--- src/rtl/wtht_ram.sv ---
// Generic single-port-write, single-port-read RAM with registered read data.
// No dependencies.
`timescale 1ns / 1ps
module wtht_ram #(
    parameter int WIDTH = 8,
    parameter int DEPTH = 16,
    localparam int AW = (DEPTH > 1) ? $clog2(DEPTH) : 1
) (
    input  logic             aclk,
    input  logic             wr_en,
    input  logic [AW-1:0]    wr_addr,
    input  logic [WIDTH-1:0] wr_data,
    input  logic [AW-1:0]    rd_addr,
    output logic [WIDTH-1:0] rd_data
);
    logic [WIDTH-1:0] mem [DEPTH];

    // Write port and registered read port.
    always_ff @(posedge aclk) begin
        if (wr_en) begin
            mem[wr_addr] <= wr_data;
        end
        rd_data <= mem[rd_addr];
    end
endmodule

--- config.mk ---
export PLATFORM = sky130hd
export DESIGN_NAME = wtht_ram
export DESIGN_NICKNAME = d
export VERILOG_FILES = /design/src/rtl/wtht_ram.sv
export SDC_FILE = /design/constraint.sdc
export NUM_CORES = 1
export LEC_CHECK = 0
export BUFFER_PORTS_ARGS = -buffer_cell sky130_fd_sc_hd__buf_2
export CORE_ASPECT_RATIO = 1.2
export CORE_MARGIN = 2
export CORE_UTILIZATION = 35
export DETAILED_ROUTE_END_ITERATION = 8
export PLACE_DENSITY = 0.52
export RECOVER_POWER = 100
export REMOVE_ABC_BUFFERS = 1
export SKIP_LAST_GASP = 1
export SYNTH_ARGS = -nofsm -noshare
export SYNTH_HDL_FRONTEND = slang
export SYNTH_SLANG_ARGS = --single-unit
--- constraint.sdc ---
create_clock -name aclk -period 1.6 [get_ports aclk]
set_input_delay 0.24 -clock aclk [delete_from_list [all_inputs] [get_ports aclk]]
set_output_delay 0.24 -clock aclk [all_outputs]
set_load 0.1 [all_outputs]
# Word-level counts from Yosys, hierarchy flattened
# Memories as Yosys holds them, arrays and structs flattened. A register that Yosys moved wholly into a read port is not among the register bits.
# Cells that the tools add are included.
[totals]
memories = 1
ramBits = 128
out_inout_bits = 8
reg_bits = 0
word_cells = 3
[memory_table]
columns = ["memory", "words", "word_bits", "rd", "rd_ports_with_merged_regs", "write_ports", "line_no", "source"]
rows = [
  ["mem", 16, 8, 1, 1, 1, "16", "logic [WIDTH-1:0] mem [DEPTH];"],
]
[classes]
muxes = 2
[op_table]
columns = ["operator", "n"]
rows = [
  ["1-bit two-way mux", 2],
]

# Logic depth before layout (Yosys ltp)
# Gate-level depths: netlist (run 1).
[logic_depth]
ltp_word = 2
depth_mapped = 5

# Worst setup path before layout (run 1)
# OpenSTA, ideal clock, no wires.
[synth_timing]
path_kind = "input-to-reg"
startpoint = "input port wr_addr[2]"
endpoint = "memory mem[0][0], enable pin"
t_arrival_ps = 1350
required_time_ps = 1217
setup_ps = 383
path_slack_ps = -133
cell_stages = 2
path_buffers = 0
path_cell_list = "or3b_2 -> nor3_1"
[synth_rtl]
columns = ["element", "line_no", "source"]
rows = [
  ["start, declared", "11", "input logic [AW-1:0] wr_addr,"],
  ["end, declared", "16", ""],
]
# Straight into the memory's write port.

# Worst setup path in the final report (run 1)
[layout_timing]
startpoint = "register rd_data[4] (read register of mem)"
endpoint = "output port rd_data[4]"
[layout_rtl]
columns = ["element", "line_no", "source"]
rows = [
  ["start, declared", "14", "output logic [WIDTH-1:0] rd_data"],
]
# No word-level cell between the ends.

==> summary.md, run 1 <==
| Metric | Value |
|---|---|
| Inst Count DP | around 440 |
| Num CTS Buffers | 17 |
| Total Routing Usage GR | 0.140 |
| Worst setup EP type | primary output |
| CP endpoint | rd_data[4] |
| Fillers | 1263 |
| Sequential Area | about 0.004 sq mm |
| Antenna Cells | 0 |
| Non-Filler Instances | about 480 |
| Nets@finish | just over 300 |
| WS Path Type | reg -> out |
| Clk sinks | ~140 |
| Post-layout util | 0.428 |
| Root Driver | clkbuf_16 |
| Post-Syn Area | 0.00515 sq mm |
| Met1 wire length | 4490 microns |
| R2r startpoint | mem[1][1] |
| Unique masters post-synth | 19 |
| Max layer used | met4 |
| Hold WC Path Type | in -> reg |
| Total chip power | 8.51 mW |
| Max cap viols | 0 |
| Arrival @ worst endpoint | roughly 1300 ps |
| Register area share after synthesis | 0.778 |
| WL/cell | between 20 and 25 microns |
| First-pass GRT wire length | ~15000 microns |
| RSZ-0062 raised after global routing | no |
| Cts hold-fix bufs | 0 |
| # port buffers | 25 |
| Die Height | approximately 140 microns |
| Yosys warns | 0 |
| Leak | 2.05 nW |
| Area grow syn2layout | 19.8% |
| Core footprint | 0.0144 sq mm |
| Dominant cells by area after synthesis | edfxtp_1 (75%), mux4_2 (7.9%), mux4_1 (7.1%) |
| Reg2reg end | rd_data[1] |
| GRT overflow | 0 |
| Final Cell Area | between 0.006 and 0.007 sq mm |
| Io pins | 26 |
| Slowest Stage Delay on Critical Path | between 400 and 500 ps |
| DR iter-0 viols | about 160 |
| Initial antenna violation count | 0 |
| Largest net degree at the start of global routing | 18 |
| Number of synthesized flops with an enable pin | 128 |
| CP delay by family, top | buffers and inverters |
| Fraction of registers with async set or reset after synthesis | 0 |
| Max Fclk | 672 MHz |
| Syn avg cell area | 22.5 sq um |
| ANT nets after route | 0 |
| Final WL | approximately 9900 microns |
| # setup viols final | 0 |
| Synth top area share | 0.747 |
| Full die area | 0.0157 sq mm |
| Routed vias | 2421 |
| GP Congestion | between 0.7 and 0.8 |
| Worst hold slack | 352 ps |
| Top_reg_cell synth | edfxtp_1 |
| Final hold vios | 0 |
| Row count | 48 |
| Worst reg2reg path depth | 3 |
| Crit. path cell count | 1 |
| Rel. slew slack | 0.423 |
| Routed length on met2 | about 5000 microns |
| Cell Chain, Critical Path | clkbuf_2 |
| Die Wd | roughly 110 microns |
| Worst skew pair latency | ~410 ps |
| Most frequent cell after synthesis | edfxtp_1 |
| Slew Viols, Final | 0 |
| Share of cells above drive strength 1 | 0.243 |
| Max clock buf depth | 2 |
| Drt pass-1 iters | 4 |
| Pwr dens | 1380 mW/mm^2 |
| Worst-path fanout max | 1 |
| Flop and latch count out of synthesis | 136 |
| CTS clk-pin slew, worst paths | around 60 ps |
| Critical path origin | rd_data[4] |
| # DRC | 0 |
| Post-CTS Setup Repair Bufs | 0 |
| Worst-Margin Slew | slightly below 900 ps |
| Status | complete, no violations |
| CP required | 1360 ps |
| Post-CTS resize count | 0 |
| CP Launch Type | flop |
| Crit path buf inv count | 1 |
| Commonest cells in the netlist | edfxtp_1 (128), mux4_2 (18), a22oi_1 (16), mux4_1 (14), nor2_1 (13) |
| Vias in the first global route | between 2000 and 3000 |
| Cell taking the most area after synthesis | edfxtp_1 |
| Min Tclk post-route | between 1000 and 1500 ps |
| # H-tree levels | 4 |
| Clock skew | 5.65 ps |
| Multi-input logic area | around 0.0011 sq mm |
| Maximum vdd drop | ~730 uV |
| CTS tree | yes |
| WL met3 | ~370 microns |
| Cell count after synthesis | about 230 |
| CP max stage cell | clkbuf_2 |
| Detailed Place HPWL | around 6700 microns |
| Starting Density | 0.357 |
| Vias per inst | just over 5 |
| Placed inst area | between 0.005 and 0.006 sq mm |
| R2r setup slk | 190 ps |
| Crit share post-route | 0.931 |
[metal layers]
metal / up-vias / GRT usage
met5: - / 0
met1: 1269 / 0.184
met2: 49 / 0.221
met3: 10 / 0.0416
met4: 0 / 0.0542
li1: 1093 / -
[how the worst min path moves through the flow]
| stage | startpoint | end | cells past startpoint |
|---|---|---|---|
| finish | wr_data[6] | mem[5][6] | 1 |
| global route | rd_addr[1] | rd_data[4] | 4 |
| CTS | wr_data[2] | mem[9][2] | 1 |
| detailed placement | wr_data[2] | mem[4][2] | 1 |
| global placement | wr_data[2] | mem[4][2] | 1 |
| floorplan | wr_data[0] | mem[0][0] | 0 |
[state kept, by name, summed over array words and instances (netlist names)]
register and cells:
mem 128, rd_data 8
[through the flow]
step / setup slack [ps] / TNS (ps)
2_1_floorplan: -133 / -1060
3_3_place_gp: -74.7 / -352
3_5_place_dp: -92.4 / -375
4_1_cts: 96.4 / 0
5_1_grt: 46.6 / 0
6_report: 111 / 0
[report_power, final]
part	leakage (nW)	switching, mW	internal, mW	total (mW)
combinational	0.518	0.381	0.161	0.543
sequential	1.22	0.0232	3.99	4.01
clock	0.305	1.36	2.59	3.95
[cells in the final DEF, fill, tap and decap left out]
cell type and count:
or3b_2 1, mux4_2 18, a22oi_1 16, clkinv_2 6, clkbuf_16 17, clkbuf_1 27
nand2_1 9, nand3_1 1, nand2b_1 2, edfxtp_1 128, dfxtp_1 8, and2b_1 1
clkinv_1 1, inv_6 1, nor3_1 4, nand3b_1 2, mux4_1 14, and2_1 1
buf_12 3, buf_2 7, bufinv_16 4, clkinv_4 2, nor2_1 13, buf_4 5
clkbuf_2 9, nor2b_1 1
[kinds of logic (layout without fill, tap and decap cells)]
| logic type | count (synthesis) | after routing | share of synthesized area |
|---|---|---|---|
| compound gates | 16 | 16 | 0.0233 |
| buf+inv | 10 | 82 | 0.0168 |
| flops | 136 | 136 | 0.778 |
| mux | 32 | 32 | 0.150 |
| simple gates | 35 | 35 | 0.0318 |
[cell type report]
class                   instances  share of cell area
well taps                     175              0.0355
repair buffers                 50              0.0447
clock inverters                14              0.0292
multi-input cells              83               0.172
clock buffers                  18              0.0696
flip-flops and latches        136               0.649
Power figures use the tool's default switching activity.
==> inputs of run 2 (changes only) <==
ABC_AREA = 1   (was not set)
==> summary.md, run 2 <==
| Metric | Value |
|---|---|
| Status | complete, no violations |
| GRT overflow | 0 (unchanged) |
| Hold Path Cell Cnt | 4 (+3) |
| Max cap viols | 0 (unchanged) |
| Leak | 2.89 nW (+41%) |
| Full die area | 0.0175 sq mm (+12%) |
| Register area share after synthesis | 0.694 (-0.0835) |
| Initial antenna violation count | 0 (unchanged) |
| Post-CTS Setup Repair Bufs | 0 (unchanged) |
| Flop and latch count out of synthesis | 136 (unchanged) |
| Most frequent cells in the layout | nand2_1 (173), edfxtp_1 (128), inv_1 (100), nand3_1 (97), clkbuf_1 (28) |
| Die Height | 145 microns (+5.7%) |
| Crit path buf inv count | 1 (unchanged) |
| CP delay by family, top | buffers and inverters |
| Min Tclk post-route | 1490 ps (+3.98 ps) |
| Nets@finish | 615 (+100%) |
| WHS Endpoint | rd_data[7] |
| Root Driver | clkbuf_16 |
| Worst skew pair latency | 410 ps (about the same) |
| Worst-Margin Slew | 878 ps (+13.3 ps) |
| Area grow syn2layout | 18.2% |
| Pwr dens | 1330 mW/mm^2 (-3.7%) |
| # DRC | 0 (unchanged) |
| R2r startpoint | mem[15][3] |
| Crit share post-route | 0.933 (+0.00248) |
| Fillers | 1577 (+25%) |
| Final WL | 13500 microns (+35%) |
| Die Wd | 121 microns (+5.6%) |
| Starting Density | 0.356 (-0.00132) |
| Vias in the first global route | 3650 (+42%) |
| Hold_sp | rd_addr[3] |
| DR iter-0 viols | 270 (+72%) |
| Post-CTS resize count | 0 (unchanged) |
| GP Congestion | 0.799 (+11%) |
| Post-Syn Area | 0.00577 sq mm (+12%) |
| # H-tree levels | 4 (unchanged) |
| Antenna Cells | 0 (unchanged) |
| Syn avg cell area | 10.5 sq um (-53%) |
| Arrival @ worst endpoint | 1250 ps (about the same) |
| Setup_tns | 0 ps (unchanged) |
| Top_reg_cell synth | edfxtp_1 |
| Max Fclk | 670 MHz (-0.27%) |
| Max clock buf depth | 2 (unchanged) |
| Biggest regs | mem: 128 flops, rd_data: 8 flops |
| WL/cell | 16.4 microns (-22%) |
| Reg2reg end | rd_data[3] |
| Clk sinks | 136 (unchanged) |
| Commonest cells in the netlist | nand2_1 (173), edfxtp_1 (128), inv_1 (100), nand3_1 (97), nor2_1 (17) |
| ANT nets after route | 0 (unchanged) |
| Largest net degree at the start of global routing | 65 (+47) |
| Maximum vdd drop | 707 uV (-3.7%) |
| Final Cell Area | 0.00682 sq mm (+11%) |
| Fraction of registers with async set or reset after synthesis | 0 (unchanged) |
| Yosys warns | 0 (unchanged) |
| Num CTS Buffers | 17 (unchanged) |
| Max reg flops | 128 (unchanged) |
| CP required | 1360 ps (about the same) |
| Most frequent cell after synthesis | nand2_1 |
| # setup viols final | 0 (unchanged) |
| Multi-input logic area | 0.00121 sq mm (+15%) |
| Placed inst area | 0.00622 sq mm (+11%) |
| Unique masters post-synth | 12 (-7) |
| Worst-path fanout max | 1 (unchanged) |
| Worst reg2reg path depth | 6 (+3) |
| Cts hold-fix bufs | 0 (unchanged) |
| Commonest non-fill, non-tap cell in the layout | nand2_1 |
| CP max stage cell | clkbuf_2 |
| Share of cells above drive strength 1 | 0.0934 (-0.149) |
| # port buffers | 25 (unchanged) |
| Slowest Stage Delay on Critical Path | 480 ps (about the same) |
| Top reg by flops | mem |
| Detailed Place HPWL | 8270 microns (+24%) |
| Dominant cells by area after synthesis | edfxtp_1 (67%), nand2_1 (11%), nand3_1 (8.4%) |
| Clock skew | 6.77 ps (+1.13 ps) |
| CP Launch Type | flop |
| Cell count after synthesis | 551 (+140%) |
| Core footprint | 0.0162 sq mm (+12%) |
| Rel. slew slack | 0.415 (-0.00768) |
| Number of synthesized flops with an enable pin | 128 (unchanged) |
| Cell Chain, Critical Path | clkbuf_2 |
| Drt pass-1 iters | 4 (unchanged) |
| Synth top area share | 0.667 (-0.0802) |
| CTS clk-pin slew, worst paths | 60 ps (about the same) |
| CTS tree | yes |
| WS Path Type | reg -> out |
| Cell taking the most area after synthesis | edfxtp_1 |
| Worst setup EP type | primary output |
| Row count | 51 (+6.3%) |
| Sequential Area | 0.00400 sq mm (unchanged) |
| Io pins | 26 (unchanged) |
| Routed vias | 3743 (+55%) |
| Slew Viols, Final | 0 (unchanged) |
| Hold WC Path Type | in -> reg |
| Vias per inst | 4.55 (-10%) |
| First-pass GRT wire length | 20500 microns (+33%) |
| RSZ-0062 raised after global routing | no |
| Total Routing Usage GR | 0.163 (+0.0226) |
| R2r setup slk | 590 ps (+400 ps) |
| Final hold vios | 0 (unchanged) |
run 2: changes by cell type after synthesis, sizes merged, moves of 16 or more:
cell	before	now
inv	0	102
a22oi	16	0
buf	7	24
mux4	32	0
nand2	9	173
nand3	1	97
run 2: per-layer routing:
layer  share of wire  global-route usage  wire (microns)
met1            0.44               0.204            5870
met2            0.49               0.273            6620
met5               0                   0               0
met4           0.015              0.0611             196
met3           0.057              0.0398             766
run 2: worst max path at each step:
stage                             to  depth (start not counted)        from
final                     rd_data[0]                          1  rd_data[0]
after global routing      rd_data[0]                          1  rd_data[0]
after CTS                 rd_data[0]                          1  rd_data[0]
after detailed placement  rd_data[5]                          7  rd_addr[0]
after global placement    rd_data[5]                          7  rd_addr[0]
after floorplan           rd_data[2]                          6  rd_addr[0]
run 2: kinds of logic (layout without fill, tap and decap cells):
logic type,after synthesis,after routing,share of synthesized area
DFF,136,136,0.694
and+or+nand+nor,289,289,0.210
buffers and inverters,126,185,0.0952
run 2: layout make-up:
| cell class | instances | share of cell area |
|---|---|---|
| tap | 212 | 0.0389 |
| inverter | 102 | 0.0561 |
| timing repair buffer | 51 | 0.0418 |
| clock buffer | 20 | 0.0655 |
| multi-input combinational | 289 | 0.178 |
| clock inverter | 12 | 0.0325 |
| sequential | 136 | 0.587 |
run 2: power breakdown:
part | leakage, nW | switching [mW] | internal, mW | total [mW]
clock network | 0.317 | 1.44 | 2.96 | 4.40
logic | 1.35 | 0.500 | 0.146 | 0.646
registers | 1.22 | 0.0258 | 3.99 | 4.01
total | 2.89 | 1.97 | 7.09 | 9.06
run 2: through the flow:
step	total power, mW	utilization	std cells	hold WS (ps)	worst slack [ps]
after detailed placement	4.74	0.384	790	651	301
after CTS	9.13	0.425	822	210	120
after global routing	9.34	0.421	822	288	63.5
after floorplan	4.46	-	527	339	380
after global placement	4.74	0.384	790	649	303
final	9.06	0.421	822	270	107
==> inputs of run 3 (changes only) <==
CTS_BUF_LIST = sky130_fd_sc_hd__clkbuf_8 sky130_fd_sc_hd__clkbuf_16   (was not set)
==> summary.md, run 3 (synthesis results as in run 2) <==
| Metric | Value |
|---|---|
| Final Cell Area | 0.00682 sq mm (unchanged) |
| Final WL | 13500 microns (about the same) |
| Placed inst area | 0.00622 sq mm (unchanged) |
| Worst hold slack | 270 ps (+0.0940 ps) |
| Clock skew | 6.75 ps (-0.0232 ps) |
| WS Path Type | reg -> out |
| CTS clk-pin slew, worst paths | 60 ps (about the same) |
| DR iter-0 viols | 270 (unchanged) |
| Top reg by flops | mem |
| CP required | 1360 ps (about the same) |
| CP max stage cell | clkbuf_2 |
| Slowest Stage Delay on Critical Path | 480 ps (about the same) |
| GRT overflow | 0 (unchanged) |
| Biggest regs | mem: 128 flops, rd_data: 8 flops |
| Maximum vdd drop | 707 uV (about the same) |
| RSZ-0062 raised after global routing | no |
| Final worst slack | 107 ps (+0.103 ps) |
| # DRC | 0 (unchanged) |
| Vias per inst | 4.55 (about the same) |
| CP delay by family, top | buffers and inverters |
| Pwr dens | 1330 mW/mm^2 (-0.12%) |
| Full die area | 0.0175 sq mm (unchanged) |
| Worst reg2reg path depth | 6 (unchanged) |
| Area grow syn2layout | 18.2% (unchanged) |
| Max cap viols | 0 (unchanged) |
| Share of cells above drive strength 1 | 0.0934 (unchanged) |
| Worst setup EP type | primary output |
| Post-layout util | 0.421 (unchanged) |
| Worst-Margin Slew | 878 ps (+0.750 ps) |
| CP Launch Type | flop |
| Inst Count DP | 790 (unchanged) |
| Crit path buf inv count | 1 (unchanged) |
| Setup_tns | 0 ps (unchanged) |
| Hold WC Path Type | in -> reg |
| Max Fclk | 670 MHz (about the same) |
| R2r startpoint | mem[15][3] |
| Antenna Cells | 0 (unchanged) |
| Initial antenna violation count | 0 (unchanged) |
| Reg2reg end | rd_data[3] |
| Crit share post-route | 0.933 (about the same) |
| Die Wd | 121 microns (unchanged) |
| Multi-input logic area | 0.00121 sq mm (unchanged) |
| Sequential Area | 0.00400 sq mm (unchanged) |
| Io pins | 26 (unchanged) |
| Post-CTS resize count | 0 (unchanged) |
| Most frequent cells in the layout | nand2_1 (173), edfxtp_1 (128), inv_1 (102), nand3_1 (97), clkbuf_1 (26) |
| Commonest non-fill, non-tap cell in the layout | nand2_1 |
| WL/cell | 16.4 microns (about the same) |
| Row count | 51 (unchanged) |
| Starting Density | 0.356 (unchanged) |
| Place WS | 301 ps (unchanged) |
| Slew Viols, Final | 0 (unchanged) |
| Routed vias | 3744 (+0.027%) |
| Rel. slew slack | 0.414 (-0.000500) |
| Hold Path Cell Cnt | 4 (unchanged) |
| Detailed Place HPWL | 8270 microns (unchanged) |
| Die Height | 145 microns (unchanged) |
| Drt pass-1 iters | 5 (+1) |
| Non-Filler Instances | 822 (unchanged) |
| Fillers | 1577 (unchanged) |
| Worst-path fanout max | 1 (unchanged) |
| Root Driver | clkbuf_16 |
| Nets@finish | 615 (unchanged) |
| Cell Chain, Critical Path | clkbuf_2 |
| First-pass GRT wire length | 20500 microns (unchanged) |
| Total Routing Usage GR | 0.163 (unchanged) |
| Leak | 2.89 nW (+0.29%) |
| Clk sinks | 136 (unchanged) |
| # port buffers | 25 (unchanged) |
| Final hold vios | 0 (unchanged) |
| Max reg flops | 128 (unchanged) |
| R2r setup slk | 590 ps (about the same) |
| Post-CTS Setup Repair Bufs | 0 (unchanged) |
| ANT nets after route | 0 (unchanged) |
| # setup viols final | 0 (unchanged) |
| Largest net degree at the start of global routing | 65 (unchanged) |
| Vias in the first global route | 3650 (unchanged) |
| GP Congestion | 0.799 (unchanged) |
| Total chip power | 9.05 mW (-0.12%) |
| Cts hold-fix bufs | 0 (unchanged) |
| Worst skew pair latency | 410 ps (about the same) |
| Max clock buf depth | 2 (unchanged) |
| Hold_sp | rd_addr[3] |
| CTS tree | yes |
| Core footprint | 0.0162 sq mm (unchanged) |
| Min Tclk post-route | 1490 ps (-0.103 ps) |
| WHS Endpoint | rd_data[7] |
| # H-tree levels | 4 (unchanged) |
| Num CTS Buffers | 17 (unchanged) |
| Arrival @ worst endpoint | 1250 ps (about the same) |
| Status | complete, no violations |
## run 3: metal layers
metal,vias up,global-route usage,part of all wire
li1,1861,-,-
met1,1774,0.204,0.43
met2,97,0.273,0.49
met3,12,0.0398,0.059
met4,0,0.0611,0.015
met5,-,0,0
## run 3: how the worst max path moves through the flow
stage,start,end,slack (ps),depth (start not counted)
6_report,rd_data[0],rd_data[0],110,1
5_1_grt,rd_data[0],rd_data[0],60,1
4_1_cts,rd_data[0],rd_data[0],120,1
3_5_place_dp,rd_addr[0],rd_data[5],300,7
3_3_place_gp,rd_addr[0],rd_data[5],300,7
2_1_floorplan,rd_addr[0],rd_data[2],380,6
## run 3: worst min-delay path: cells and delay by family
family	cells	cell delay (ps)
buffers and inverters	2	270
AND/OR/NAND/NOR	2	140
## run 3: area by class of cell
cell class / count / area share
Multi-Input combinational cell: 289 / 0.178
Clock buffer: 18 / 0.0644
Clock inverter: 14 / 0.0336
Inverter: 102 / 0.0561
Timing Repair Buffer: 51 / 0.0418
Tap cell: 212 / 0.0389
Sequential cell: 136 / 0.587
## run 3: where the power goes
part / leakage [nW] / total, mW / switching, mW / internal, mW
logic: 1.35 / 0.646 / 0.500 / 0.146
registers: 1.22 / 4.01 / 0.0261 / 3.99
clock network: 0.325 / 4.39 / 1.44 / 2.95
